--- config.mk ---
export PLATFORM = sky130hd
export DESIGN_NAME = aspect_viewport_fit_core
export DESIGN_NICKNAME = d
export VERILOG_FILES = /design/src/hw/rtl/avf_pkg.sv /design/src/hw/rtl/avf_front.sv /design/src/hw/rtl/avf_div.sv /design/src/hw/rtl/avf_scale.sv /design/src/hw/rtl/avf_back.sv /design/src/hw/rtl/aspect_viewport_fit_core.sv
export SDC_FILE = /design/constraint.sdc
export NUM_CORES = 2
export LEC_CHECK = 0
export BUFFER_PORTS_ARGS = -buffer_cell sky130_fd_sc_hd__buf_2
export CELL_PAD_IN_SITES_DETAIL_PLACEMENT = 1
export CELL_PAD_IN_SITES_GLOBAL_PLACEMENT = 1
export CORE_ASPECT_RATIO = 0.6
export CORE_UTILIZATION = 45
export CTS_CLUSTER_SIZE = 30
export DETAILED_ROUTE_END_ITERATION = 10
export PLACE_DENSITY_LB_ADDON = 0.05
export SYNTH_ARGS = -nofsm -noshare
export SYNTH_HDL_FRONTEND = slang
export SYNTH_SLANG_ARGS = --single-unit
--- constraint.sdc ---
create_clock -name clk -period 9 [get_ports clk]
set_input_delay 1.8 -clock clk [delete_from_list [all_inputs] [get_ports clk]]
set_output_delay 1.8 -clock clk [all_outputs]
set_load 0.01 [all_outputs]
--- src/hw/rtl/avf_pkg.sv ---
// Viewport fit package: pixel aspect and native-size constants.
// No dependencies; referenced by avf_front, avf_scale and avf_back.
`default_nettype none
package avf_pkg;
	localparam int unsigned WIDE_NUM = 7;
	localparam int unsigned WIDE_DEN = 6;
	localparam int unsigned NATIVE_W_SHIFT = 8;
	localparam int unsigned NATIVE_H = 224;
	localparam int unsigned NATIVE_H_LO_SHIFT = 5;
endpackage
`default_nettype wire

--- src/hw/rtl/avf_front.sv ---
// Viewport fit front end: cross products, ratio compare, scale fraction pick.
// Two register stages; uses avf_pkg.
`default_nettype none
module avf_front #(
	parameter int unsigned S = 12,
	parameter int unsigned T = 14
) (
	input  wire logic         clk,
	input  wire logic         arst_n,
	input  wire logic         in_valid,
	output logic              in_ready,
	input  wire logic [S-1:0] sw,
	input  wire logic [S-1:0] sh,
	input  wire logic [T-1:0] tw,
	input  wire logic [T-1:0] th,
	input  wire logic         stretch,
	input  wire logic         whole,
	output logic              out_valid,
	input  wire logic         out_ready,
	output logic [T+2:0]      num,
	output logic [S+2:0]      den,
	output logic [S-1:0]      sw_o,
	output logic [S-1:0]      sh_o,
	output logic [T-1:0]      tw_o,
	output logic [T-1:0]      th_o,
	output logic              bypass_o,
	output logic              whole_o,
	output logic              sel_a_o,
	output logic              floor_o
);
	localparam int unsigned PW = S + T + 3;

	logic         v_s1, v_s2, rdy1, rdy2;
	logic [S-1:0] sw_s1, sh_s1, sw_s2, sh_s2;
	logic [T-1:0] tw_s1, th_s1, tw_s2, th_s2;
	logic         byp_s1, whole_s1, byp_s2, whole_s2, sel_s2, floor_s2;
	logic [T+2:0] tw6, tw6_s1, num_s2;
	logic [S+2:0] sw7, sw7_s1, den_s2;
	logic [PW-1:0] pa_s1, pb_s1;
	logic         sel;
	logic [T+2:0] num_c;
	logic [S+2:0] den_c;

	assign tw6 = (T+3)'(tw) * (T+3)'(avf_pkg::WIDE_DEN);
	assign sw7 = (S+3)'(sw) * (S+3)'(avf_pkg::WIDE_NUM);

	assign rdy2     = !v_s2 || out_ready;
	assign rdy1     = !v_s1 || rdy2;
	assign in_ready = rdy1;

	always_ff @(posedge clk or negedge arst_n) begin
		if (!arst_n) begin
			v_s1 <= 1'b0;
			v_s2 <= 1'b0;
		end else begin
			if (rdy1) v_s1 <= in_valid;
			if (rdy2) v_s2 <= v_s1;
		end
	end

	always_ff @(posedge clk) begin
		if (rdy1 && in_valid) begin
			sw_s1    <= sw;
			sh_s1    <= sh;
			tw_s1    <= tw;
			th_s1    <= th;
			whole_s1 <= whole;
			byp_s1   <= stretch || sw == '0 || sh == '0 || tw == '0 || th == '0;
			tw6_s1   <= tw6;
			sw7_s1   <= sw7;
			pa_s1    <= PW'(tw6) * PW'(sh);
			pb_s1    <= PW'(sw7) * PW'(th);
		end
	end

	assign sel   = pa_s1 < pb_s1;
	assign num_c = sel ? tw6_s1 : (T+3)'(th_s1);
	assign den_c = sel ? sw7_s1 : (S+3)'(sh_s1);

	always_ff @(posedge clk) begin
		if (rdy2 && v_s1) begin
			sw_s2    <= sw_s1;
			sh_s2    <= sh_s1;
			tw_s2    <= tw_s1;
			th_s2    <= th_s1;
			byp_s2   <= byp_s1;
			whole_s2 <= whole_s1;
			sel_s2   <= sel;
			num_s2   <= num_c;
			den_s2   <= den_c;
			floor_s2 <= whole_s1 && ((T+S+3)'(num_c) >= (T+S+3)'(den_c));
		end
	end

	assign out_valid = v_s2;
	assign num       = num_s2;
	assign den       = den_s2;
	assign sw_o      = sw_s2;
	assign sh_o      = sh_s2;
	assign tw_o      = tw_s2;
	assign th_o      = th_s2;
	assign bypass_o  = byp_s2;
	assign whole_o   = whole_s2;
	assign sel_a_o   = sel_s2;
	assign floor_o   = floor_s2;
endmodule
`default_nettype wire

--- src/hw/rtl/avf_div.sv ---
// Viewport fit divider: restoring division, one quotient bit per stage.
// Carries an opaque sideband alongside; no package dependency.
`default_nettype none
module avf_div #(
	parameter int unsigned NW = 17,
	parameter int unsigned DW = 15,
	parameter int unsigned QW = 14,
	parameter int unsigned SW = 8
) (
	input  wire logic          clk,
	input  wire logic          arst_n,
	input  wire logic          in_valid,
	output logic               in_ready,
	input  wire logic [NW-1:0] dividend,
	input  wire logic [DW-1:0] divisor,
	input  wire logic [SW-1:0] side_in,
	output logic               out_valid,
	input  wire logic          out_ready,
	output logic [QW-1:0]      quotient,
	output logic [SW-1:0]      side_out
);
	localparam int unsigned CW = (NW > DW + QW) ? NW : DW + QW;

	logic [NW-1:0] rem_s  [QW];
	logic [DW-1:0] dvs_s  [QW];
	logic [QW-1:0] quo_s  [QW];
	logic [SW-1:0] side_s [QW];
	logic          vld_s  [QW];
	logic          rdy    [QW+1];

	assign rdy[QW] = out_ready;

	for (genvar k = 0; k < QW; k++) begin : g_stage
		logic [NW-1:0] r_i;
		logic [DW-1:0] d_i;
		logic [QW-1:0] q_i;
		logic [SW-1:0] s_i;
		logic          v_i;
		logic [CW-1:0] trial;
		logic [CW-1:0] diff;
		logic          take;

		if (k == 0) begin : g_first
			assign r_i = dividend;
			assign d_i = divisor;
			assign q_i = '0;
			assign s_i = side_in;
			assign v_i = in_valid;
		end else begin : g_next
			assign r_i = rem_s[k-1];
			assign d_i = dvs_s[k-1];
			assign q_i = quo_s[k-1];
			assign s_i = side_s[k-1];
			assign v_i = vld_s[k-1];
		end

		assign trial = CW'(d_i) << (QW - 1 - k);
		assign take  = CW'(r_i) >= trial;
		assign diff  = CW'(r_i) - trial;

		always_ff @(posedge clk or negedge arst_n) begin
			if (!arst_n) begin
				vld_s[k] <= 1'b0;
			end else if (rdy[k]) begin
				vld_s[k] <= v_i;
			end
		end

		always_ff @(posedge clk) begin
			if (rdy[k] && v_i) begin
				rem_s[k]  <= take ? diff[NW-1:0] : r_i;
				dvs_s[k]  <= d_i;
				quo_s[k]  <= q_i | (QW'(take) << (QW - 1 - k));
				side_s[k] <= s_i;
			end
		end

		assign rdy[k] = !vld_s[k] || rdy[k+1];
	end

	assign in_ready  = rdy[0];
	assign out_valid = vld_s[QW-1];
	assign quotient  = quo_s[QW-1];
	assign side_out  = side_s[QW-1];
endmodule
`default_nettype wire

--- src/hw/rtl/avf_scale.sv ---
// Viewport fit scale stage: forms the rounded size numerator and divisor.
// One register stage; uses avf_pkg.
`default_nettype none
module avf_scale #(
	parameter int unsigned S = 12,
	parameter int unsigned T = 14
) (
	input  wire logic         clk,
	input  wire logic         arst_n,
	input  wire logic         in_valid,
	output logic              in_ready,
	input  wire logic [T-1:0] q,
	input  wire logic [S-1:0] sw,
	input  wire logic [S-1:0] sh,
	input  wire logic [T-1:0] tw,
	input  wire logic [T-1:0] th,
	input  wire logic         floor_i,
	input  wire logic         sel_a,
	output logic              out_valid,
	input  wire logic         out_ready,
	output logic [S+T+3:0]    n_o,
	output logic [S+3:0]      d_o,
	output logic [T-1:0]      hq_o
);
	localparam int unsigned NW = S + T + 4;
	localparam int unsigned DW = S + 4;

	logic          v_s1;
	logic [DW-1:0] sw14, sh12, sw7, sh6, m1, c, d;
	logic [T-1:0]  m2;
	logic [S+T-1:0] hq_full;
	logic [NW-1:0] n_s1;
	logic [DW-1:0] d_s1;
	logic [T-1:0]  hq_s1;

	assign sw14 = DW'(sw) * DW'(2 * avf_pkg::WIDE_NUM);
	assign sh12 = DW'(sh) * DW'(2 * avf_pkg::WIDE_DEN);
	assign sw7  = DW'(sw) * DW'(avf_pkg::WIDE_NUM);
	assign sh6  = DW'(sh) * DW'(avf_pkg::WIDE_DEN);

	always_comb begin
		priority if (floor_i) begin
			m1 = sw14;
			m2 = q;
			c  = DW'(avf_pkg::WIDE_DEN);
			d  = DW'(2 * avf_pkg::WIDE_DEN);
		end else if (sel_a) begin
			m1 = sh12;
			m2 = tw;
			c  = sw7;
			d  = sw14;
		end else begin
			m1 = sw14;
			m2 = th;
			c  = sh6;
			d  = sh12;
		end
	end

	assign hq_full = (S+T)'(sh) * (S+T)'(q);

	assign in_ready = !v_s1 || out_ready;

	always_ff @(posedge clk or negedge arst_n) begin
		if (!arst_n) begin
			v_s1 <= 1'b0;
		end else if (in_ready) begin
			v_s1 <= in_valid;
		end
	end

	always_ff @(posedge clk) begin
		if (in_ready && in_valid) begin
			n_s1  <= NW'(m1) * NW'(m2) + NW'(c);
			d_s1  <= d;
			hq_s1 <= hq_full[T-1:0];
		end
	end

	assign out_valid = v_s1;
	assign n_o       = n_s1;
	assign d_o       = d_s1;
	assign hq_o      = hq_s1;
endmodule
`default_nettype wire

--- src/hw/rtl/avf_back.sv ---
// Viewport fit back end: size pick, gap snap, centring offsets, output register.
// Three register stages; uses avf_pkg.
`default_nettype none
module avf_back #(
	parameter int unsigned T = 14
) (
	input  wire logic         clk,
	input  wire logic         arst_n,
	input  wire logic         in_valid,
	output logic              in_ready,
	input  wire logic [T-1:0] res,
	input  wire logic [T-1:0] hq,
	input  wire logic [T-1:0] tw,
	input  wire logic [T-1:0] th,
	input  wire logic         bypass,
	input  wire logic         whole,
	input  wire logic         sel_a,
	input  wire logic         floor_i,
	output logic              out_valid,
	input  wire logic         out_ready,
	output logic [T-1:0]      view_x,
	output logic [T-1:0]      view_y,
	output logic [T-1:0]      view_width,
	output logic [T-1:0]      view_height
);
	localparam int unsigned GW = T + avf_pkg::NATIVE_W_SHIFT;

	logic         v_s1, v_s2, v_s3, rdy1, rdy2, rdy3;
	logic [T-1:0] w_c, h_c;
	logic [T-1:0] w_s1, h_s1, tw_s1, th_s1;
	logic         nosnap_s1;
	logic [T-1:0] gw1, gh1;
	logic [GW-1:0] limw, limh;
	logic         snap_w, snap_h;
	logic [T-1:0] w_s2, h_s2, tw_s2, th_s2;
	logic [T-1:0] x_s3, y_s3, w_s3, h_s3;
	logic [T-1:0] w_pick, h_pick;

	assign rdy3     = !v_s3 || out_ready;
	assign rdy2     = !v_s2 || rdy3;
	assign rdy1     = !v_s1 || rdy2;
	assign in_ready = rdy1;

	always_ff @(posedge clk or negedge arst_n) begin
		if (!arst_n) begin
			v_s1 <= 1'b0;
			v_s2 <= 1'b0;
			v_s3 <= 1'b0;
		end else begin
			if (rdy1) v_s1 <= in_valid;
			if (rdy2) v_s2 <= v_s1;
			if (rdy3) v_s3 <= v_s2;
		end
	end

	always_comb begin
		priority if (bypass) begin
			w_pick = tw;
			h_pick = th;
		end else if (floor_i) begin
			w_pick = res;
			h_pick = hq;
		end else if (sel_a) begin
			w_pick = tw;
			h_pick = res;
		end else begin
			w_pick = res;
			h_pick = th;
		end
		w_c = (w_pick == '0) ? T'(1) : w_pick;
		h_c = (h_pick == '0) ? T'(1) : h_pick;
	end

	always_ff @(posedge clk) begin
		if (rdy1 && in_valid) begin
			w_s1      <= w_c;
			h_s1      <= h_c;
			tw_s1     <= tw;
			th_s1     <= th;
			nosnap_s1 <= whole || bypass;
		end
	end

	assign gw1  = tw_s1 - w_s1 - T'(1);
	assign gh1  = th_s1 - h_s1 - T'(1);
	assign limw = GW'(gw1) << avf_pkg::NATIVE_W_SHIFT;
	assign limh = (GW'(gh1) << avf_pkg::NATIVE_W_SHIFT)
		- (GW'(gh1) << avf_pkg::NATIVE_H_LO_SHIFT);
	assign snap_w = !nosnap_s1 && (w_s1 < tw_s1) && (limw < GW'(tw_s1));
	assign snap_h = !nosnap_s1 && (h_s1 < th_s1) && (limh < GW'(th_s1));

	always_ff @(posedge clk) begin
		if (rdy2 && v_s1) begin
			w_s2  <= snap_w ? tw_s1 : w_s1;
			h_s2  <= snap_h ? th_s1 : h_s1;
			tw_s2 <= tw_s1;
			th_s2 <= th_s1;
		end
	end

	always_ff @(posedge clk) begin
		if (rdy3 && v_s2) begin
			x_s3 <= (w_s2 <= tw_s2) ? (tw_s2 - w_s2) >> 1 : '0;
			y_s3 <= (h_s2 <= th_s2) ? (th_s2 - h_s2) >> 1 : '0;
			w_s3 <= w_s2;
			h_s3 <= h_s2;
		end
	end

	assign out_valid   = v_s3;
	assign view_x      = x_s3;
	assign view_y      = y_s3;
	assign view_width  = w_s3;
	assign view_height = h_s3;
endmodule
`default_nettype wire

--- src/hw/rtl/aspect_viewport_fit_core.sv ---
// Viewport fit top level: letterboxed viewport for a 7:6 pixel-aspect source.
// Depends on avf_pkg, avf_front, avf_div, avf_scale, avf_back.
//
//   channel  | handshake            | payload
//   request  | in_valid / in_ready  | src_width/height, target_width/height, modes
//   result   | out_valid/ out_ready | view_x, view_y, view_width, view_height
//
// Takes one request per cycle while no stage is stalled by the result side.
// Depth is set by the two restoring dividers, one quotient bit per stage each.
// Reset clears all stage valid bits; payload registers are not reset.
// Each stage holds its request only while the next one is full and stalled,
// so bubbles close up and requests are taken while a result waits.
`default_nettype none
module aspect_viewport_fit_core #(
	parameter int unsigned SOURCE_DIM_BITS = 12,
	parameter int unsigned TARGET_DIM_BITS = 14
) (
	input  wire logic                       clk,
	input  wire logic                       arst_n,
	input  wire logic                       in_valid,
	output logic                            in_ready,
	input  wire logic [SOURCE_DIM_BITS-1:0] src_width,
	input  wire logic [SOURCE_DIM_BITS-1:0] src_height,
	input  wire logic [TARGET_DIM_BITS-1:0] target_width,
	input  wire logic [TARGET_DIM_BITS-1:0] target_height,
	input  wire logic                       stretch_mode,
	input  wire logic                       whole_scale_mode,
	output logic                            out_valid,
	input  wire logic                       out_ready,
	output logic [TARGET_DIM_BITS-1:0]      view_x,
	output logic [TARGET_DIM_BITS-1:0]      view_y,
	output logic [TARGET_DIM_BITS-1:0]      view_width,
	output logic [TARGET_DIM_BITS-1:0]      view_height
);
	localparam int unsigned S   = SOURCE_DIM_BITS;
	localparam int unsigned T   = TARGET_DIM_BITS;
	localparam int unsigned SW1 = 2 * S + 2 * T + 4;
	localparam int unsigned SW2 = 2 * T + 4;

	logic         f_valid, f_ready;
	logic [T+2:0] f_num;
	logic [S+2:0] f_den;
	logic [S-1:0] f_sw, f_sh;
	logic [T-1:0] f_tw, f_th;
	logic         f_byp, f_whole, f_sel, f_floor;

	logic           d1_valid, d1_ready;
	logic [T-1:0]   d1_q;
	logic [SW1-1:0] d1_side;
	logic [S-1:0]   d1_sw, d1_sh;
	logic [T-1:0]   d1_tw, d1_th;
	logic           d1_byp, d1_whole, d1_sel, d1_floor;

	logic           sc_valid, sc_ready;
	logic [S+T+3:0] sc_n;
	logic [S+3:0]   sc_d;
	logic [T-1:0]   sc_hq;

	logic             d2_valid, d2_ready;
	logic [T-1:0]     d2_q;
	logic [T+SW2-1:0] d2_side;
	logic [T-1:0]     d2_hq, d2_tw, d2_th;
	logic             d2_byp, d2_whole, d2_sel, d2_floor;

	avf_front #(.S(S), .T(T)) u_front (
		.clk       (clk),
		.arst_n    (arst_n),
		.in_valid  (in_valid),
		.in_ready  (in_ready),
		.sw        (src_width),
		.sh        (src_height),
		.tw        (target_width),
		.th        (target_height),
		.stretch   (stretch_mode),
		.whole     (whole_scale_mode),
		.out_valid (f_valid),
		.out_ready (f_ready),
		.num       (f_num),
		.den       (f_den),
		.sw_o      (f_sw),
		.sh_o      (f_sh),
		.tw_o      (f_tw),
		.th_o      (f_th),
		.bypass_o  (f_byp),
		.whole_o   (f_whole),
		.sel_a_o   (f_sel),
		.floor_o   (f_floor)
	);

	avf_div #(.NW(T + 3), .DW(S + 3), .QW(T), .SW(SW1)) u_div_scale (
		.clk       (clk),
		.arst_n    (arst_n),
		.in_valid  (f_valid),
		.in_ready  (f_ready),
		.dividend  (f_num),
		.divisor   (f_den),
		.side_in   ({f_sw, f_sh, f_tw, f_th, f_byp, f_whole, f_sel, f_floor}),
		.out_valid (d1_valid),
		.out_ready (d1_ready),
		.quotient  (d1_q),
		.side_out  (d1_side)
	);

	assign {d1_sw, d1_sh, d1_tw, d1_th, d1_byp, d1_whole, d1_sel, d1_floor} = d1_side;

	avf_scale #(.S(S), .T(T)) u_scale (
		.clk       (clk),
		.arst_n    (arst_n),
		.in_valid  (d1_valid),
		.in_ready  (d1_ready),
		.q         (d1_q),
		.sw        (d1_sw),
		.sh        (d1_sh),
		.tw        (d1_tw),
		.th        (d1_th),
		.floor_i   (d1_floor),
		.sel_a     (d1_sel),
		.out_valid (sc_valid),
		.out_ready (sc_ready),
		.n_o       (sc_n),
		.d_o       (sc_d),
		.hq_o      (sc_hq)
	);

	// sideband rides one stage behind the scale stage's inputs
	logic [SW2-1:0] sc_side_q;

	always_ff @(posedge clk) begin
		if (d1_ready && d1_valid) begin
			sc_side_q <= {d1_tw, d1_th, d1_byp, d1_whole, d1_sel, d1_floor};
		end
	end

	avf_div #(.NW(S + T + 4), .DW(S + 4), .QW(T), .SW(T + SW2)) u_div_size (
		.clk       (clk),
		.arst_n    (arst_n),
		.in_valid  (sc_valid),
		.in_ready  (sc_ready),
		.dividend  (sc_n),
		.divisor   (sc_d),
		.side_in   ({sc_side_q, sc_hq}),
		.out_valid (d2_valid),
		.out_ready (d2_ready),
		.quotient  (d2_q),
		.side_out  (d2_side)
	);

	assign {d2_tw, d2_th, d2_byp, d2_whole, d2_sel, d2_floor, d2_hq} = d2_side;

	avf_back #(.T(T)) u_back (
		.clk         (clk),
		.arst_n      (arst_n),
		.in_valid    (d2_valid),
		.in_ready    (d2_ready),
		.res         (d2_q),
		.hq          (d2_hq),
		.tw          (d2_tw),
		.th          (d2_th),
		.bypass      (d2_byp),
		.whole       (d2_whole),
		.sel_a       (d2_sel),
		.floor_i     (d2_floor),
		.out_valid   (out_valid),
		.out_ready   (out_ready),
		.view_x      (view_x),
		.view_y      (view_y),
		.view_width  (view_width),
		.view_height (view_height)
	);
endmodule
`default_nettype wire

# Word level (Yosys, flattened, before mapping)
# Memory sizes are Yosys's and may differ from the RTL's.
# Index checks and enable logic that the tools add are counted.
# W data, S select, Z words.
# totals
register_bits	525
latch_bits	0
mem_bits_rw	2912
romBits	0
in_bits	58
out_inout_bits	58
elab_cells	412
memories	8
# classes
addsub	36
multipliers	10
div	0
magnitude_cmp	36
eq_ne	0
shift	0
muxes	101
bitwise_logic	27
reduce_logical	120
# mem_list
name	words	width	read_ports	rd_ports_with_merged_regs	write_ports	line_no	text
u_div_scale.side_s	14	56	14	0	14	avf_div.sv:27	logic [SW-1:0] side_s [QW];
u_div_size.side_s	14	46	14	0	14	avf_div.sv:27	
u_div_size.rem_s	14	30	13	0	14	avf_div.sv:24	logic [NW-1:0] rem_s [QW];
u_div_scale.rem_s	14	17	13	0	14	avf_div.sv:24	
u_div_size.dvs_s	14	16	13	0	14	avf_div.sv:25	logic [DW-1:0] dvs_s [QW];
u_div_scale.dvs_s	14	15	13	0	14	avf_div.sv:25	
+2 memories	-	-	-	-	-	-	
# op_table
cell	count
$mux W30	14
$mux W17	15
$sub A17 B17 Y17	12
$mux W14	10
$mux W16	4
$logic_not A14 Y1	4
$mux W1	56
$sub A14 B14 Y14	4
$mul A12 B3 Y15 const B	3
$lt A22 B14 Y1	2
$logic_and A1 B1 Y1	39
$logic_or A1 B1 Y1	39
$logic_not A1 Y1	35
$ge A17 B15 Y1	2
$add A30 B16 Y30	1
$ge A30 B16 Y1	1
$ge A30 B17 Y1	1
$ge A30 B18 Y1	1
$ge A30 B19 Y1	1
$ge A30 B20 Y1	1
$ge A30 B21 Y1	1
$ge A30 B22 Y1	1
$ge A30 B23 Y1	1
$ge A30 B24 Y1	1
other kinds (62)	81

# Longest topological paths before layout
# logic_depth
word_depth	36
mapped_depth	37

# By module
# From an unflattened synthesis, not the netlist that was laid out.
# hier_totals
hier_cells	10873
area_unflattened_um2	152676.4
# by_module_without_submodules
mod	instances	cells_each	area_each_um2
avf_div (u_div_size)	1	3725	55919.9
avf_div (u_div_scale)	1	2501	47999.8
avf_front	1	2203	23537.6
avf_scale	1	1494	13917.1
avf_back	1	917	10334.9
aspect_viewport_fit_core	1	33	967.2

# Least setup slack after synthesis
# No wires, ideal clock.
# synth_timing
path_type	input port to flip-flop
start	in out_ready
end	mem u_div_scale.dvs_s[6][10], in the netlist u_div_scale.dvs_s[0][100] (enable)
arrival_time_ns	9.304
required_time_ns	8.306
path_slack_ns	-0.998
path_stages	6
path_buffers	0
path_cell_list	and4b_1 -> nand4_1 -> nor4_1 -> nand2_1 -> nor2_1 -> a21boi_0
# synth_lines
element	line_no	text
from (decl)	aspect_viewport_fit_core.sv:29	input wire logic out_ready,
to (decl)	avf_div.sv:25	

# Worst setup path in the final report
# layout_timing
start	in src_width[3]
end	reg u_front.pb_s1[27] (data pin)
# layout_between
elab_chain_len	2
# layout_lines
element	line_no	text
from (decl)	aspect_viewport_fit_core.sv:22	input wire logic [SOURCE_DIM_BITS-1:0] src_width,
$mul A12 B3 Y15	avf_front.sv:45	assign sw7 = (S+3)'(sw) * (S+3)'(avf_pkg::WIDE_NUM);
$mul A15 B14 Y29	avf_front.sv:72	pb_s1 <= PW'(sw7) * PW'(th);
to (signal assigned)	avf_front.sv:72	
to (decl)	avf_front.sv:39	logic [PW-1:0] pa_s1, pb_s1;
# No other way between the ends.
# A chain may end at the register's enable or synchronous reset.

==> run_results.csv <==
group,metric,value,unit
synthesis,synth_cell_types,88,
detailed_routing,dr.pass1.iters,7,
critical_path,crit_cells,35,
flow_run,max_cap_viol_count,0,
final_layout,fin_nets,12600,
placed_design,hpwl,269,mm
synthesis,synth_area,0.149,mm^2
critical_path,reg2regPathDepth,36,
hold_path,min_path_cells,0,
detailed_routing,drtAntennaViolNets,0,
clocking,insertion_delay,920,ps
placed_design,gp_congestion,0.868,
critical_path,critPathRequiredTime,9590,ps
critical_path,slowest_stage,"fa_1",
critical_path,critPathTopFamily,"adder cells",
sta,period_share,98.4,%
detailed_routing,vias,83600,
critical_path,critPathArrivalTime,9450,ps
synthesis,synth-seq-cells,3159,
floorplan,start_util,45.4,%
clocking,cts-root-buf,"clkbuf_16",
sta,max_freq,113,MHz
sta,tightest_slew,1390,ps
global_routing,grt_max_degree,74,
clocking,clk_path_buf_depth,4,
floorplan,row_count,163,
critical_path,cp-end-kind,"flop",
floorplan,die_h,448,um
global_routing,grt_pass1_vias,88100,
critical_path,critPathKind,"in2reg",
global_routing,grt_usage,21.4,%
sta,fin_worst_skew,79.0,ps
floorplan,coreArea,0.330,mm^2
detailed_routing,route.detailed.drc,0,
sta,finalMaxSlewViolations,0,
global_routing,grt_pass1_wl,550,mm
global_routing,grt_overflow_total,0,
floorplan,die_w,746,um
critical_path,cpMostUsedCell,"fa_1",
synthesis,synth_area_leader_cell,"edfxtp_1",
sta,rsz0062_at_grt,"yes",
final_layout,fin_area,0.169,mm^2
clocking,cts_sinks,3159,
clocking,cts_buffers,308,
sta,setup_viol,0,
global_routing,met3_usage,3.38,%
sta,layout_min_cycle_time,8860,ps
critical_path,cp_num_buf_inv,7,
critical_path,cp_max_fo,4,
global_routing,antenna_found_initial,31,
synthesis,synth_ff_type,"edfxtp_1",
detailed_routing,drt_iter0_drc,5916,
synthesis,synth-edff-count,3125,
synthesis,synth_area_leaders,"edfxtp_1, fa_1, ha_1, inv_1, nand2_1",
sta,maxSlewHeadroom,6.29,%
final_layout,area_growth,12.8,%
status,status,"complete, no violations",
synthesis,yosys_warnings,0,
synthesis,synth_async_sr_flop_share,1.08,%
synthesis,synth_top_area_share,62.8,%
global_routing,grtUsageMet2,29.3,%
detailed_routing,drt-wirelength-per-cell,22.7,um
floorplan,ioPinCount,116,
global_routing,grt_busiest_layer,"met1",
global_routing,met1_usage,35.9,%
placed_design,place_area,0.158,mm^2
placed_design,io_buffers,113,
critical_path,cpPeakStageDelay,560,ps
synthesis,synth.avg_cell_area,14.2,um^2
sta,finalHoldViolations,0,
clocking,htreeDepth,5,
floorplan,dieArea,0.335,mm^2
critical_path,worstSetupStartpointType,"input port",
hold_path,hp-class,"reg2reg",
synthesis,seq_area_frac_synth,63.3,%
final_layout,drive_gt1_share,11.8,%
clocking,path_clk_slew,70,ps
detailed_routing,vias_per_cell,5.31,
detailed_routing,wl,358,mm
clocking,cts_tree,"built",
synthesis,postSynthCellCount,10500,
final_layout,n_fill_cell,32200,
-- state kept, by name, indices dropped and copies added, names as in the netlist, 15 cells and up --
register / flops
u_div_scale.side_s: 784
u_front.tw6_s1: 15
u_div_scale.rem_s: 221
u_front.den: 15
u_front.sw7_s1: 15
u_div_scale.dvs_s: 195
u_div_size.dvs_s: 195
u_front.pb_s1: 29
u_front.num: 17
sc_side_q: 32
u_scale.d_o: 15
u_div_scale.quo_s: 105
u_front.pa_s1: 28
u_div_size.rem_s: 390
u_scale.n_o: 30
u_div_size.quo_s: 105
u_div_size.side_s: 644
-- synth_stat cells, types with 158 or more instances --
library cell / n
edfxtp_1: 3125
inv_1: 1307
ha_1: 859
nand2_1: 721
fa_1: 575
nor2_1: 523
a21oi_1: 381
o21ai_0: 338
xnor2_1: 289
and2_1: 226
xor2_1: 174
clkbuf_1: 172
a21o_1: 158
-- cells by family after synthesis --
family	synth area share, %
adder cells (fa/ha/maj)	14.9
buffers and inverters	3.81
AND/OR/NAND/NOR	7.73
AO/OA/AOI/OAI	5.73
other	0.00251
XOR/XNOR	2.71
multiplexers	1.77
flip-flops	63.3
-- placed cells by master (no fill, tap or decap), types with 42 or more instances in the layout --
cell,n
edfxtp_1,3125
inv_1,1283
ha_1,841
nand2_1,719
fa_1,566
nor2_1,516
buf_4,367
a21oi_1,355
o21ai_0,320
clkbuf_16,317
xnor2_1,287
and2_1,206
xor2_1,174
a21o_1,158
mux2_2,144
nor3_1,139
nor2b_1,111
buf_2,109
nand2b_1,108
nand3_1,105
mux2i_1,96
nand4_1,85
nor4_1,79
clkinv_1,69
o21a_1,62
or2_2,51
a21boi_0,46
clkinv_2,44
or3_1,42
clkbuf_1,42
-- final timing paths --
kind | from | to | slack, ps
hold reg to reg | u_div_scale.side_s[0][160]$_DFFE_PP_ | u_div_scale.side_s[0][216]$_DFFE_PP_ | 380
setup reg to reg | u_div_scale.side_s[1][327]$_DFFE_PP_ | u_scale.n_o[29]$_DFFE_PP_ | 280
min in group asynchronous | arst_n | u_back.v_s2$_DFFE_PN0P_ | 1090
hold / removal | u_div_scale.side_s[0][160]$_DFFE_PP_ | u_div_scale.side_s[0][216]$_DFFE_PP_ | 380
max in group asynchronous | arst_n | u_div_scale.g_stage[5].v_i$_DFFE_PN0P_ | 7190
setup / recovery | src_width[3] | u_front.pb_s1[27]$_DFFE_PP_ | 140
-- timing repair --
item / 4_1_cts / 5_1_grt
hold buffers: 0 / 0
setup buffers: 11 / 23
pin swaps: 18 / 146
setup endpoints to repair: 14 / 25
gates resized for setup: 35 / 147
-- stage by stage --
stage          util (%)  cells  worst slack, ps  hold WS, ps  setup TNS, ps
6_report           51.2  15700              144          379              0
4_1_cts            50.9  15700            0.582          362              0
3_5_place_dp       47.8  15200            -1090          405         -12870
5_1_grt            51.2  15700            -95.7          373           -361
3_3_place_gp       47.8  15200            -1050          401         -10970
2_1_floorplan         -  10500            -66.6          400           -197
-- worst reg2reg max path: cells and delay by family, from the launching register on --
family,cells,cell delay (ps)
compound gates,16,2750
fa+ha+maj,9,4070
buf+inv,8,810
xor+xnor,1,130
simple gates,2,190
flops,1,450
-- area by class of cell --
type,count,area (um^2),share of cell area [%]
clock buffers,359,8090,4.80
flip-flops and latches,3159,94700,56.2
multi-input cells,5853,50100,29.7
inverters,1308,4910,2.91
repair buffers,492,3500,2.08
diodes,5,12.5,0.00742
clock inverters,187,1820,1.08
well taps,4372,5470,3.24
-- layer usage --
layer / wire length [um] / up-vias
li1: - / 38600
met1: 193000 / 43000
met2: 141000 / 1568
met3: 18800 / 377
met4: 5360 / 6
met5: 40 / -
Power is not shown: default switching activity piles up to over one toggle a cycle in this logic, so the estimate is an artifact.
